### src/sv/bts_pkg.sv
package bts_pkg;

	// Field widths
	localparam int POS_BITS   = 32;
	localparam int PROB_BITS  = 16;
	localparam int COUNT_BITS = 16;
	localparam int DOC_BITS   = 16;

	// Accumulated probability sum never wraps: the count saturates first
	localparam int SUM_BITS  = PROB_BITS + COUNT_BITS;
	localparam int ITER_BITS = $clog2(PROB_BITS + 1);

	typedef enum logic [1:0] {
		TAG_O = 2'd0,
		TAG_I = 2'd1,
		TAG_B = 2'd2,
		TAG_E = 2'd3
	} tag_t;

	typedef struct packed {
		tag_t                 tag;
		logic [PROB_BITS-1:0] prob;
		logic [DOC_BITS-1:0]  doc_id;
		logic [POS_BITS-1:0]  char_start;
		logic [POS_BITS-1:0]  doc_text_len;
		logic                 last_token;
	} tok_item_t;

	typedef struct packed {
		logic [DOC_BITS-1:0]  span_doc;
		logic [POS_BITS-1:0]  span_start;
		logic [POS_BITS-1:0]  span_end;
		logic [PROB_BITS-1:0] mean_prob;
		logic                 last_of_run;
	} span_item_t;

	// Result offered by the sequencer to the output register
	typedef struct packed {
		logic       valid;
		span_item_t item;
	} emit_req_t;

	// Divider handoff to the sequencer
	typedef struct packed {
		logic                 done;
		logic [PROB_BITS-1:0] quot;
	} div_rsp_t;

	typedef enum logic [3:0] {
		ST_IDLE,
		ST_PEND,
		ST_DOC,
		ST_DOC_DIV,
		ST_DOC_EMIT,
		ST_TAG,
		ST_TAG_DIV,
		ST_TAG_EMIT,
		ST_LAST,
		ST_LAST_DIV,
		ST_LAST_EMIT
	} ctrl_state_t;

endpackage

### src/sv/bio_tag_span_extractor_top.sv
// Channel  Direction  Handshake              Payload
// tok      in         tok_valid / tok_stall  tok_item_t: tag, prob, doc, start, length, last
// span     out        span_valid/span_stall  span_item_t: doc, start, end, mean, last_of_run
// cfg      in         cfg_we                 cfg_wdata: bioe_mode
//
// A token walks the pending, document, tag and last steps. Each span it closes and
// sends adds a divider run, its done pulse and the output load, at most two per
// token; an E close skips the output load, its span is held and leaves in the next
// token's pending step. The shared restoring divider gives one quotient bit per cycle.
// tok_stall is high from the accepting edge until the token is fully handled.
// A closed span waits in the output register; a stalled span stalls the sequencer.
// Reset is asynchronous, active low, and clears span tracking state and bioe_mode, not the span payload.
module bio_tag_span_extractor_top
	import bts_pkg::*;
(
	input  logic       clk,
	input  logic       arst_n,
	input  logic       cfg_we,
	input  logic       cfg_wdata,
	input  logic       tok_valid,
	output logic       tok_stall,
	input  tok_item_t  tok,
	output logic       span_valid,
	input  logic       span_stall,
	output span_item_t span
);

	logic                  busy;
	emit_req_t             emit;
	logic                  emit_ack;
	logic                  div_start;
	logic [SUM_BITS-1:0]   div_dvd;
	logic [COUNT_BITS-1:0] div_dvs;
	div_rsp_t              div_rsp;

	logic       span_valid_q;
	span_item_t span_q;
	logic       out_free;

	bts_ctrl u_ctrl (
		.clk       (clk),
		.arst_n    (arst_n),
		.cfg_we    (cfg_we),
		.cfg_wdata (cfg_wdata),
		.tok_valid (tok_valid),
		.tok       (tok),
		.busy      (busy),
		.emit      (emit),
		.emit_ack  (emit_ack),
		.div_start (div_start),
		.div_dvd   (div_dvd),
		.div_dvs   (div_dvs),
		.div       (div_rsp)
	);

	bts_div u_div (
		.clk    (clk),
		.arst_n (arst_n),
		.start  (div_start),
		.dvd    (div_dvd),
		.dvs    (div_dvs),
		.rsp    (div_rsp)
	);

	assign tok_stall = busy;

	// Output register: loads when empty or draining in the same cycle
	assign out_free = !span_valid_q || !span_stall;
	assign emit_ack = emit.valid && out_free;

	always_ff @(posedge clk or negedge arst_n) begin
		if (!arst_n) begin
			span_valid_q <= 1'b0;
		end else if (emit_ack) begin
			span_valid_q <= 1'b1;
		end else if (!span_stall) begin
			span_valid_q <= 1'b0;
		end
	end

	always_ff @(posedge clk) begin
		if (emit_ack) span_q <= emit.item;
	end

	assign span_valid = span_valid_q;
	assign span       = span_q;

endmodule

### src/sv/bts_div.sv
module bts_div
	import bts_pkg::*;
(
	input  logic                  clk,
	input  logic                  arst_n,
	input  logic                  start,
	input  logic [SUM_BITS-1:0]   dvd,
	input  logic [COUNT_BITS-1:0] dvs,
	output div_rsp_t              rsp
);

	logic                  busy_q;
	logic                  done_q;
	logic                  zero_q;
	logic [ITER_BITS-1:0]  iter_q;
	logic [COUNT_BITS-1:0] rem_q;
	logic [PROB_BITS-1:0]  quo_q;
	logic [COUNT_BITS-1:0] dvs_q;

	logic [COUNT_BITS:0] trial;
	logic [COUNT_BITS:0] diff;
	logic                ge;

	// One restoring step: shift in the next dividend bit, subtract if it fits
	always_comb begin
		trial = {rem_q, quo_q[PROB_BITS-1]};
		diff  = trial - {1'b0, dvs_q};
		ge    = (trial >= {1'b0, dvs_q});
	end

	// Control: iteration count and completion pulse
	always_ff @(posedge clk or negedge arst_n) begin
		if (!arst_n) begin
			busy_q <= 1'b0;
			done_q <= 1'b0;
			iter_q <= '0;
		end else begin
			done_q <= 1'b0;
			if (start) begin
				busy_q <= 1'b1;
				iter_q <= ITER_BITS'(PROB_BITS);
			end else if (busy_q) begin
				iter_q <= iter_q - 1'b1;
				if (iter_q == ITER_BITS'(1)) begin
					busy_q <= 1'b0;
					done_q <= 1'b1;
				end
			end
		end
	end

	// Datapath: high part of the sum seeds the remainder (quotient fits PROB_BITS)
	always_ff @(posedge clk) begin
		if (start) begin
			rem_q  <= dvd[SUM_BITS-1:PROB_BITS];
			quo_q  <= dvd[PROB_BITS-1:0];
			dvs_q  <= dvs;
			zero_q <= (dvs == '0);
		end else if (busy_q) begin
			rem_q <= ge ? diff[COUNT_BITS-1:0] : trial[COUNT_BITS-1:0];
			quo_q <= {quo_q[PROB_BITS-2:0], ge};
		end
	end

	assign rsp.done = done_q;
	assign rsp.quot = zero_q ? '0 : quo_q;

endmodule

### src/sv/bts_ctrl.sv
module bts_ctrl
	import bts_pkg::*;
(
	input  logic                  clk,
	input  logic                  arst_n,
	input  logic                  cfg_we,
	input  logic                  cfg_wdata,
	input  logic                  tok_valid,
	input  tok_item_t             tok,
	output logic                  busy,
	output emit_req_t             emit,
	input  logic                  emit_ack,
	output logic                  div_start,
	output logic [SUM_BITS-1:0]   div_dvd,
	output logic [COUNT_BITS-1:0] div_dvs,
	input  div_rsp_t              div
);

	ctrl_state_t state_q, state_d;

	logic                  bioe_q;
	logic                  open_q;
	logic [POS_BITS-1:0]   open_start_q;
	logic [SUM_BITS-1:0]   sum_q;
	logic [COUNT_BITS-1:0] count_q;
	logic                  pend_q;
	logic [POS_BITS-1:0]   pend_start_q;
	logic [PROB_BITS-1:0]  pend_mean_q;
	logic [DOC_BITS-1:0]   pend_doc_q;
	logic [DOC_BITS-1:0]   prev_doc_q;
	logic [POS_BITS-1:0]   prev_len_q;
	logic                  seen_q;
	tok_item_t             item_q;

	// Which closes this token causes, fixed at accept time
	logic fl_chg_q, fl_pend_q, fl_doc_q, fl_tag_q, fl_last_q;

	logic accept;
	logic chg_in, open_a, is_e_in, e_tag, open_b, e_last;
	logic is_e_q, tag_close;
	logic clr_acc, finish, store_pend, pend_done, stream_end;

	logic                  open_base;
	logic [SUM_BITS-1:0]   sum_base;
	logic [COUNT_BITS-1:0] count_base;
	logic                  open_d;
	logic [SUM_BITS-1:0]   sum_d;
	logic [COUNT_BITS-1:0] count_d;

	assign accept = tok_valid && (state_q == ST_IDLE);
	assign busy   = (state_q != ST_IDLE);

	// Predict the closes of the incoming token from the current state
	always_comb begin
		chg_in  = seen_q && (tok.doc_id != prev_doc_q);
		open_a  = open_q && !chg_in;
		is_e_in = bioe_q && (tok.tag == TAG_E);
		e_tag   = open_a && !is_e_in && (tok.tag == TAG_O || tok.tag == TAG_B);
		open_b  = (open_a && !e_tag && !(is_e_in && !tok.last_token)) || (tok.tag == TAG_B);
		e_last  = tok.last_token && open_b;
	end

	// Close decision for the latched token at the tag step
	always_comb begin
		is_e_q    = bioe_q && (item_q.tag == TAG_E);
		tag_close = open_q && ((is_e_q && !item_q.last_token) ||
			(!is_e_q && (item_q.tag == TAG_O || item_q.tag == TAG_B)));
	end

	// Next state
	always_comb begin
		state_d = state_q;
		unique case (state_q)
			ST_IDLE:      if (accept) state_d = ST_PEND;
			ST_PEND:      if (!fl_pend_q || emit_ack) state_d = ST_DOC;
			ST_DOC:       state_d = (fl_chg_q && open_q) ? ST_DOC_DIV : ST_TAG;
			ST_DOC_DIV:   if (div.done) state_d = ST_DOC_EMIT;
			ST_DOC_EMIT:  if (emit_ack) state_d = ST_TAG;
			ST_TAG:       state_d = tag_close ? ST_TAG_DIV : ST_LAST;
			ST_TAG_DIV:   if (div.done) state_d = is_e_q ? ST_LAST : ST_TAG_EMIT;
			ST_TAG_EMIT:  if (emit_ack) state_d = ST_LAST;
			ST_LAST: begin
				if (item_q.last_token && open_q) state_d = ST_LAST_DIV;
				else state_d = ST_IDLE;
			end
			ST_LAST_DIV:  if (div.done) state_d = ST_LAST_EMIT;
			ST_LAST_EMIT: if (emit_ack) state_d = ST_IDLE;
			default:      state_d = ST_IDLE;
		endcase
	end

	// Outputs and update strobes
	always_comb begin
		emit       = '0;
		div_start  = 1'b0;
		clr_acc    = 1'b0;
		finish     = 1'b0;
		store_pend = 1'b0;
		pend_done  = 1'b0;
		stream_end = 1'b0;
		unique case (state_q)
			ST_PEND: begin
				if (fl_pend_q) begin
					emit.valid            = 1'b1;
					emit.item.span_doc    = pend_doc_q;
					emit.item.span_start  = pend_start_q;
					emit.item.span_end    = item_q.char_start;
					emit.item.mean_prob   = pend_mean_q;
					emit.item.last_of_run = !(fl_doc_q || fl_tag_q || fl_last_q);
					pend_done             = emit_ack;
				end
			end
			ST_DOC: begin
				if (fl_chg_q && open_q) div_start = 1'b1;
				else if (fl_chg_q) clr_acc = 1'b1;
			end
			ST_DOC_EMIT: begin
				emit.valid            = 1'b1;
				emit.item.span_doc    = prev_doc_q;
				emit.item.span_start  = open_start_q;
				emit.item.span_end    = prev_len_q;
				emit.item.mean_prob   = div.quot;
				emit.item.last_of_run = !(fl_tag_q || fl_last_q);
				clr_acc               = emit_ack;
			end
			ST_TAG: begin
				if (tag_close) div_start = 1'b1;
				else finish = 1'b1;
			end
			ST_TAG_DIV: begin
				if (div.done && is_e_q) begin
					store_pend = 1'b1;
					clr_acc    = 1'b1;
					finish     = 1'b1;
				end
			end
			ST_TAG_EMIT: begin
				emit.valid            = 1'b1;
				emit.item.span_doc    = item_q.doc_id;
				emit.item.span_start  = open_start_q;
				emit.item.span_end    = item_q.char_start;
				emit.item.mean_prob   = div.quot;
				emit.item.last_of_run = !fl_last_q;
				clr_acc               = emit_ack;
				finish                = emit_ack;
			end
			ST_LAST: begin
				if (item_q.last_token && open_q) div_start = 1'b1;
				else if (item_q.last_token) stream_end = 1'b1;
			end
			ST_LAST_EMIT: begin
				emit.valid            = 1'b1;
				emit.item.span_doc    = item_q.doc_id;
				emit.item.span_start  = open_start_q;
				emit.item.span_end    = item_q.doc_text_len;
				emit.item.mean_prob   = div.quot;
				emit.item.last_of_run = 1'b1;
				stream_end            = emit_ack;
			end
			default: ;
		endcase
	end

	assign div_dvd = sum_q;
	assign div_dvs = count_q;

	// Accumulators after an optional clear, then the token's own update
	always_comb begin
		open_base  = (clr_acc || stream_end) ? 1'b0 : open_q;
		sum_base   = (clr_acc || stream_end) ? '0 : sum_q;
		count_base = (clr_acc || stream_end) ? '0 : count_q;
		open_d     = open_base;
		sum_d      = sum_base;
		count_d    = count_base;
		if (finish) begin
			if (item_q.tag == TAG_B) open_d = 1'b1;
			// B and I add in until the count saturates
			if ((item_q.tag == TAG_I || item_q.tag == TAG_B) && (count_base != '1)) begin
				sum_d   = sum_base + SUM_BITS'(item_q.prob);
				count_d = count_base + 1'b1;
			end
		end
	end

	// Control state
	always_ff @(posedge clk or negedge arst_n) begin
		if (!arst_n) begin
			state_q   <= ST_IDLE;
			bioe_q    <= 1'b0;
			open_q    <= 1'b0;
			pend_q    <= 1'b0;
			seen_q    <= 1'b0;
			fl_chg_q  <= 1'b0;
			fl_pend_q <= 1'b0;
			fl_doc_q  <= 1'b0;
			fl_tag_q  <= 1'b0;
			fl_last_q <= 1'b0;
		end else begin
			state_q <= state_d;
			if (cfg_we) bioe_q <= cfg_wdata;
			if (accept) begin
				fl_chg_q  <= chg_in;
				fl_pend_q <= pend_q;
				fl_doc_q  <= chg_in && open_q;
				fl_tag_q  <= e_tag;
				fl_last_q <= e_last;
			end
			open_q <= open_d;
			if (store_pend) pend_q <= 1'b1;
			else if (pend_done || stream_end) pend_q <= 1'b0;
			if (stream_end) seen_q <= 1'b0;
			else if (finish) seen_q <= 1'b1;
		end
	end

	// Span state and accumulators
	always_ff @(posedge clk or negedge arst_n) begin
		if (!arst_n) begin
			open_start_q <= '0;
			sum_q        <= '0;
			count_q      <= '0;
			pend_start_q <= '0;
			pend_mean_q  <= '0;
			pend_doc_q   <= '0;
			prev_doc_q   <= '0;
			prev_len_q   <= '0;
		end else begin
			sum_q   <= sum_d;
			count_q <= count_d;
			if (finish) begin
				prev_doc_q <= item_q.doc_id;
				prev_len_q <= item_q.doc_text_len;
				if (item_q.tag == TAG_B) open_start_q <= item_q.char_start;
			end
			if (store_pend) begin
				pend_doc_q   <= item_q.doc_id;
				pend_start_q <= open_start_q;
				pend_mean_q  <= div.quot;
			end
		end
	end

	always_ff @(posedge clk) begin
		if (accept) item_q <= tok;
	end

endmodule

### config.mk
export PLATFORM = sky130hd
export DESIGN_NAME = bio_tag_span_extractor_top
export DESIGN_NICKNAME = d
export VERILOG_FILES = /design/src/sv/bts_pkg.sv /design/src/sv/bio_tag_span_extractor_top.sv /design/src/sv/bts_div.sv /design/src/sv/bts_ctrl.sv
export SDC_FILE = /design/constraint.sdc
export NUM_CORES = 1
export LEC_CHECK = 0
export BUFFER_PORTS_ARGS = -buffer_cell sky130_fd_sc_hd__buf_2
export CAP_MARGIN = 0
export CORE_MARGIN = 2
export CORE_UTILIZATION = 59
export CTS_CLUSTER_SIZE = 28
export DETAILED_ROUTE_END_ITERATION = 8
export GPL_TIMING_DRIVEN = 0
export PLACE_DENSITY = 0.85
export SLEW_MARGIN = 30
export SYNTH_ARGS = -nofsm -noshare
export SYNTH_HDL_FRONTEND = slang
export SYNTH_SLANG_ARGS = --single-unit
### constraint.sdc
create_clock -name clk -period 7.45 [get_ports clk]
set_clock_uncertainty 0.2 [all_clocks]
set_input_delay 0.3725 -clock clk [delete_from_list [all_inputs] [get_ports clk]]
set_output_delay 0.3725 -clock clk [all_outputs]
set_load 0.01 [all_outputs]
# Yosys cells after proc, flatten, opt, wreduce, memory -nomap -nowiden
# Cells that the tools add are included.
classes:
  n_lt_le_gt_ge: 1
  n_reduce_logical: 56
  n_mux: 60
  n_addsub: 4
  eq_ne: 27
op_table:
  columns: ["operator", "n"]
  rows:
  - ["98-bit one-hot mux with 4 select lines", 1]
  - ["16-bit 2-to-1 mux", 9]
  - ["98-bit 2-to-1 mux", 1]
  - ["32-bit 2-to-1 mux", 3]
  - ["4-bit 2-to-1 mux", 11]
  - ["4-bit one-hot mux with 11 select lines", 1]
  - ["32-bit by 16-bit adder with 32-bit output", 1]
  - ["1-bit 2-to-1 mux", 27]
  - ["1-bit logical AND", 20]
  - ["2-bit by 1-bit inequality test with 1-bit output, second input constant", 9]
  - ["17-bit by 16-bit greater-or-equal comparator with 1-bit output", 1]
  - ["16-bit by 1-bit adder with 16-bit output, second input constant", 1]
  - ["4-bit by 3-bit == test with 1-bit output, second input constant", 4]
  - ["16-bit logical NOT", 1]
  - ["16-bit inequality test", 1]
  - ["16-bit inequality test, second input constant", 1]
  - ["16-bit subtractor", 1]
  - ["1-bit logical NOT", 13]
  - ["4-bit == test, second input constant", 3]
  - ["1-bit logical OR", 12]
  - ["5-bit 2-to-1 mux", 2]
  - ["1-bit one-hot mux with 3 select lines", 3]
  - ["2-bit == test, second input constant", 4]
  - ["4-bit by 2-bit == test with 1-bit output, second input constant", 2]
  - ["other kinds (13)", 16]
word_totals:
  regBits: 458
  out_inout_bits: 99
  elab_cells: 185
  in_bits: 105

# Logic depth before layout (Yosys ltp)
logic_depth:
  word_depth: 13
  mapped_depth: 16
  ltp_nobuf: 15

# Hierarchy
# A second synthesis with hierarchy kept.
hier_totals:
  hier_cells: 1456
  hier_area_um2: 20115.5
by_module_without_submodules:
  columns: ["module", "area_each_um2", "cells_per_inst", "instances"]
  rows:
  - ["bts_ctrl", 13788.2, 1063, 1]
  - ["bts_div", 3370.7, 293, 1]
  - ["bio_tag_span_extractor_top", 2956.6, 100, 1]

# Worst setup path after synthesis
# OpenSTA, ideal clock, no wires.
synth_path:
  path_kind: "register to register"
  from: "register u_ctrl.state_q[0]"
  to: "register span_q, in the netlist span[0], enable pin"
  n_path_buf: 3
  setup_time_ns: 0.585
  arrival_time_ns: 6.073
  stages_incl_launch_ff: 9
  period_less_slack_ns: 6.858
  required_time_ns: 6.665
  path_slack_ns: 0.592
  path_cell_list: "dfrtp_1 -> buf_2 -> and2b_1 -> nor2b_1 -> buf_2 -> a21o_1 -> clkbuf_1 -> nor2_1 -> a21oi_1"
synth_between:
  elab_chain_cells: 3
  word_cells_on_any_way: 6
  classes_between: "4 x eq/ne; 1 x mux; 1 x reduce/logical"
synth_rtl:
  columns: ["element", "line_no", "source"]
  rows:
  - ["start, declared", "bts_ctrl.sv:19", "ctrl_state_t state_q, state_d;"]
  - ["start signal, assigned", "bts_ctrl.sv:199", "state_q <= state_d;"]
  - ["4-bit == test (tied with other cells)", "bts_ctrl.sv:101", "unique case (state_q)"]
  - ["98-bit one-hot mux with 4 select lines *", "bts_ctrl.sv:101", null]
  - ["1-bit logical AND *", "bio_tag_span_extractor_top.sv:69", "assign emit_ack = emit.valid && out_free;"]
  - ["net emit_ack", "bio_tag_span_extractor_top.sv:30", "logic emit_ack;"]
  - ["end signal, assigned", "bio_tag_span_extractor_top.sv:82", "if (emit_ack) span_q <= emit.item;"]
  - ["end, declared", "bio_tag_span_extractor_top.sv:37", "span_item_t span_q;"]
# The timed path passes the listed nets; every way through them passes the cells marked *.
# A chain may end at the register's enable or synchronous reset.

# Final worst setup path
layout_path:
  from: "register u_ctrl.open_q"
  to: "register u_ctrl.sum_q[24], in the netlist u_ctrl.div_dvd[24]"
layout_between:
  elab_chain_cells: 9
  word_cells_on_any_way: 17
  classes_between: "1 x add/sub; 1 x eq/ne; 10 x mux; 5 x reduce/logical"
layout_rtl:
  columns: ["element", "line_no", "source"]
  rows:
  - ["start, declared", "bts_ctrl.sv:22", "logic open_q;"]
  - ["start signal, assigned", "bts_ctrl.sv:208", "open_q <= open_d;"]
  - ["parallel branches: the longest is 8 deep, another holds 32-bit by 16-bit adder with 32-bit output", null, null]
  - ["32-bit 2-to-1 mux *", "bts_ctrl.sv:175", "if (finish) begin"]
  - ["net u_ctrl.sum_d[24]", "bts_ctrl.sv:47", "logic [SUM_BITS-1:0] sum_d;"]
  - ["end signal, assigned", "bts_ctrl.sv:228", "sum_q <= sum_d;"]
  - ["end, declared", "bts_ctrl.sv:24", "logic [SUM_BITS-1:0] sum_q;"]
# Mark *: on every way through the listed nets, which the timed path passes.

==> tab_implementation.tex <==
\begin{tabular}{lr}
\hline
Metric & Value \\
\hline
\multicolumn{2}{l}{\textbf{STA}} \\
RSZ-0062 raised after global routing & no \\
Number of failing setup endpoints in the final timing report & 0 \\
Final hold violation count & 0 \\
Max-slew headroom & 0.320 \\
Final Max Slew Viols & 0 \\
Part of the cycle the worst path needs & 0.732 \\
Final hold slack & 0.160 ns \\
Fmax & between 150 and 200 MHz \\
Worst-margin pin slew & 1.02 ns \\
Summed negative setup slack over all endpoints & 0 ns \\
Fin crit period & 5.45 ns \\
\multicolumn{2}{l}{\textbf{Floorplan}} \\
Initial core utilization & 0.594 \\
Die width & 187 um \\
Number of I/O pins & between 200 and 250 \\
Die ar. & 0.0350 mm\^{}2 \\
Standard-cell rows & 67 \\
Die outline height & around 190 um \\
Placeable core area & 0.0333 mm\^{}2 \\
\multicolumn{2}{l}{\textbf{Logic synthesis}} \\
Total standard cell area after synthesis & 0.0198 mm\^{}2 \\
Top-area cell type share of the netlist area & 0.372 \\
Share of synthesized flip-flops with an asynchronous set or reset & 0.465 \\
Post-synth EDFFs & 245 \\
Average footprint of a synthesized cell & roughly 13 um\^{}2 \\
Count of warnings emitted by yosys & 0 \\
Synth Register Bits & between 400 and 500 \\
Yosys cell types & a little over 70 \\
Predominant post-synthesis flop cell & sky130\_fd\_sc\_hd\_\_edfxtp\_1 \\
Largest area contributor in the synthesized netlist & sky130\_fd\_sc\_hd\_\_edfxtp\_1 \\
Sequential fraction of the synthesis area & 0.642 \\
Cell types with the largest area share after synthesis & sky130\_fd\_sc\_hd\_\_edfxtp\_1, sky130\_fd\_sc\_hd\_\_dfrtp\_1, sky130\_fd\_sc\_hd\_\_mux2\_2 \\
Number of standard cells after synthesis & approximately 1,500 \\
Number of nets produced by synthesis & 1,647 \\
\multicolumn{2}{l}{\textbf{Setup path}} \\
Critical Path End & u\_ctrl.div\_dvd[24] \\
Critical path, cell by cell & clkbuf\_1 -> nor3b\_1 -> o21ai\_1 -> and4\_1 -> clkbuf\_1 -> clkbuf\_1 -> and2\_1 -> ha\_1 -> o21a\_1 -> o21ai\_1 -> a22oi\_1 -> a2111oi\_2 -> o41ai\_4 -> nand2\_1 -> or3\_1 -> a21oi\_1 \\
Worst R2R Start & u\_ctrl.open\_q \\
Start point of the critical path & u\_ctrl.open\_q \\
Number of cells traversed by the worst register-to-register path & 16 \\
Worst path max stage delay & between 0.6 and 0.7 ns \\
Reg-to-reg critical path endpoint & u\_ctrl.div\_dvd[24] \\
Most used cell, CP & sky130\_fd\_sc\_hd\_\_clkbuf\_1 \\
Crit Path Category & flop to flop \\
Slowest cell on crit path & sky130\_fd\_sc\_hd\_\_o41ai\_4 \\
Max FO, Critical Path & 10 \\
Startpoint type of the worst setup path & flop \\
Critical path endpoint category & flop \\
Required time of the worst setup path & 7.71 ns \\
Arrival time at the worst endpoint & 5.71 ns \\
Slack of the worst reg-to-reg path & approximately 2 ns \\
\multicolumn{2}{l}{\textbf{Final layout}} \\
Post-synthesis to final-layout area growth & 22.2\% \\
Filler instances & 1,901 \\
Most frequent standard cell in the layout excluding fill and tap cells & sky130\_fd\_sc\_hd\_\_edfxtp\_1 \\
Layout Cell Area excl Fill & between 0.02 and 0.025 mm\^{}2 \\
Most used cells in the layout excluding fill and tap cells & sky130\_fd\_sc\_hd\_\_edfxtp\_1, sky130\_fd\_sc\_hd\_\_buf\_2, sky130\_fd\_sc\_hd\_\_dfrtp\_1 \\
Fraction of final layout cells with drive strength greater than 1 & 0.235 \\
Number of nets at the end of the flow & 2,010 \\
\multicolumn{2}{l}{\textbf{Drt}} \\
Routed WL per cell & $\sim$25 um \\
Met3 wire length & about 6000 um \\
Number of violations reported at the end of detailed-routing iteration 0 & 2,231 \\
Number of antenna-violating nets in the routed design & 0 \\
Routed wire length & 58,100 um \\
Total number of vias & 15,000 \\
Met1 layer wirelength in the final routing & between 20,000 and 25,000 um \\
Metal2 WL & roughly 28,000 um \\
Top routing layer in use & met4 \\
Number of remaining DRC errors & 0 \\
Via-per-instance ratio & 6.35 \\
Number of optimization iterations in the first detailed-route pass & 7 \\
\multicolumn{2}{l}{\textbf{Global route}} \\
Number of antenna violations at the first check in global routing & 3 \\
Gr ovfl total & 0 \\
Overall routing resource usage & 0.330 \\
Pin count of the biggest net entering global routing & 83 \\
First-pass GRT wire length & 88,000 um \\
Number of global-route vias before repair & between 15,000 and 20,000 \\
\multicolumn{2}{l}{\textbf{Clocking}} \\
Worst-skew pair later-pin latency & 0.58 ns \\
Cell at the root of the clock tree & sky130\_fd\_sc\_hd\_\_clkbuf\_16 \\
Hold\_buf cts & 103 \\
Number of clock sinks seen by CTS & approximately 460 \\
Number of buffers added for setup after CTS & 0 \\
Number of gates resized after cts & 0 \\
Clock tree from TritonCTS & built \\
H-tree levels & 2 \\
Clock buffers created by TritonCTS & 46 \\
Buffer levels on the longest clock path & 3 \\
Clock-pin slew on the worst setup and hold paths & 0.07 ns \\
\multicolumn{2}{l}{\textbf{Power}} \\
IR drop worst, VDD & a little over 0.3 mV \\
Leakage dissipation & 10.5 nW \\
Total power density per cell area & 385 mW/mm\^{}2 \\
\multicolumn{2}{l}{\textbf{Placed design}} \\
Port bufs & 203 \\
RePlAce Congestion & 0.916 \\
Half-perimeter wire length after detailed placement & 33,100 um \\
Area post-placement & 0.0216 mm\^{}2 \\
\multicolumn{2}{l}{\textbf{Hold path}} \\
Worst min-delay path class & primary input to async pin \\
\multicolumn{2}{l}{\textbf{Run}} \\
Maximum capacitance violations & 0 \\
\multicolumn{2}{l}{\textbf{Status}} \\
Status & completed \\
\hline
\end{tabular}
-- Yosys cell counts, drive strengths merged (3+ instances only) --
cell    count
nor4       15
xor2       41
nor2b       9
nand2     136
a21boi      3
nor3       14
and4        3
a21o        9
nand2b     23
o21a        4
o211ai      4
or3        13
edfxtp    245
nand3      15
mux2      132
a21oi      57
a222oi     48
inv        80
and2       23
nor4b       4
nand4      20
nor2       70
a31o        3
dfrtp     213
a211oi      9
a22o       48
a31oi       4
ha         38
buf        28
o21ai      64
or2         3
clkbuf     46
and3       13
o31ai       5
xnor2      27
-- power by group --
part           switching (mW)  leakage (nW)  total (mW)  internal, mW
combinational            1.76          4.72        2.90          1.14
sequential              0.473          5.04        4.01          3.54
clock                    1.03         0.742        2.38          1.34
-- critical path: cells and delay by family (launching register included) --
family	cells	cell delay (ns)
AND/OR/NAND/NOR	5	1.26
flip-flops	1	0.33
buffers and inverters	3	1.17
adder cells (fa/ha/maj)	1	0.19
AO/OA/AOI/OAI	7	2.17
-- per-layer routing --
layer  vias to the layer above  GRT usage
met1                      7298      0.398
met4                         0      0.180
met5                         -          0
met2                      1167      0.555
li1                       6269          -
met3                       216     0.0724
-- flip-flops by register name (all words and copies together) (netlist names), 4 cells and up --
name	flops
u_ctrl.item_q	99
span	97
u_ctrl.div_dvd	32
u_ctrl.open_start_q	32
u_ctrl.pend_start_q	32
u_ctrl.prev_len_q	32
u_ctrl.div_dvs	16
u_ctrl.pend_doc_q	16
u_ctrl.pend_mean_q	16
u_ctrl.prev_doc_q	16
u_div.dvs_q	16
u_div.quo_q	16
u_div.rem_q	16
u_div.iter_q	5
u_ctrl.state_q	4
-- worst min-delay path by stage --
| stage | start | endpoint | slack, ns | cells after the start |
|---|---|---|---|---|
| after floorplan | arst_n | span_valid | -0.12 | 0 |
| after global placement | u_ctrl.pend_q | u_ctrl.fl_pend_q | 0.25 | 2 |
| final | arst_n | u_ctrl.pend_doc_q[0] | 0.16 | 2 |
| after CTS | arst_n | u_ctrl.prev_doc_q[8] | 0.18 | 2 |
| after global routing | arst_n | u_ctrl.prev_doc_q[14] | 0.22 | 2 |
| after detailed placement | arst_n | u_ctrl.prev_doc_q[14] | 0.18 | 1 |
-- layout make-up --
cell class	count	area, um^2	share of cell area
well taps	448	561	0.0232
flip-flops and latches	458	12700	0.525
multi-input cells	889	6490	0.269
repair buffers	315	2280	0.0944
diodes	2	5.00	0.000207
clock inverters	24	225	0.00932
clock buffers	62	1300	0.0540
plain buffers	74	297	0.0123
inverters	81	309	0.0128
-- per-stage QoR --
step	util	setup WS (ns)	total power, mW	instances
2_1_floorplan	-	0.592	5.70	1502
3_3_place_gp	0.641	-2.51	6.49	2153
3_5_place_dp	0.649	2.42	6.65	2162
4_1_cts	0.726	2.34	9.06	2351
5_1_grt	0.726	1.76	9.63	2353
6_report	0.726	2.00	9.29	2353
-- cells by family after synthesis --
| group | after synthesis | share of synthesized area |
|---|---|---|
| flip-flops | 458 | 0.642 |
| adder cells (fa/ha/maj) | 40 | 0.0261 |
| AO/OA/AOI/OAI | 280 | 0.104 |
| buffers and inverters | 155 | 0.0303 |
| XOR/XNOR | 68 | 0.0301 |
| AND/OR/NAND/NOR | 368 | 0.0917 |
| multiplexers | 133 | 0.0757 |
Note: power is estimated with default switching activity, not from simulation.
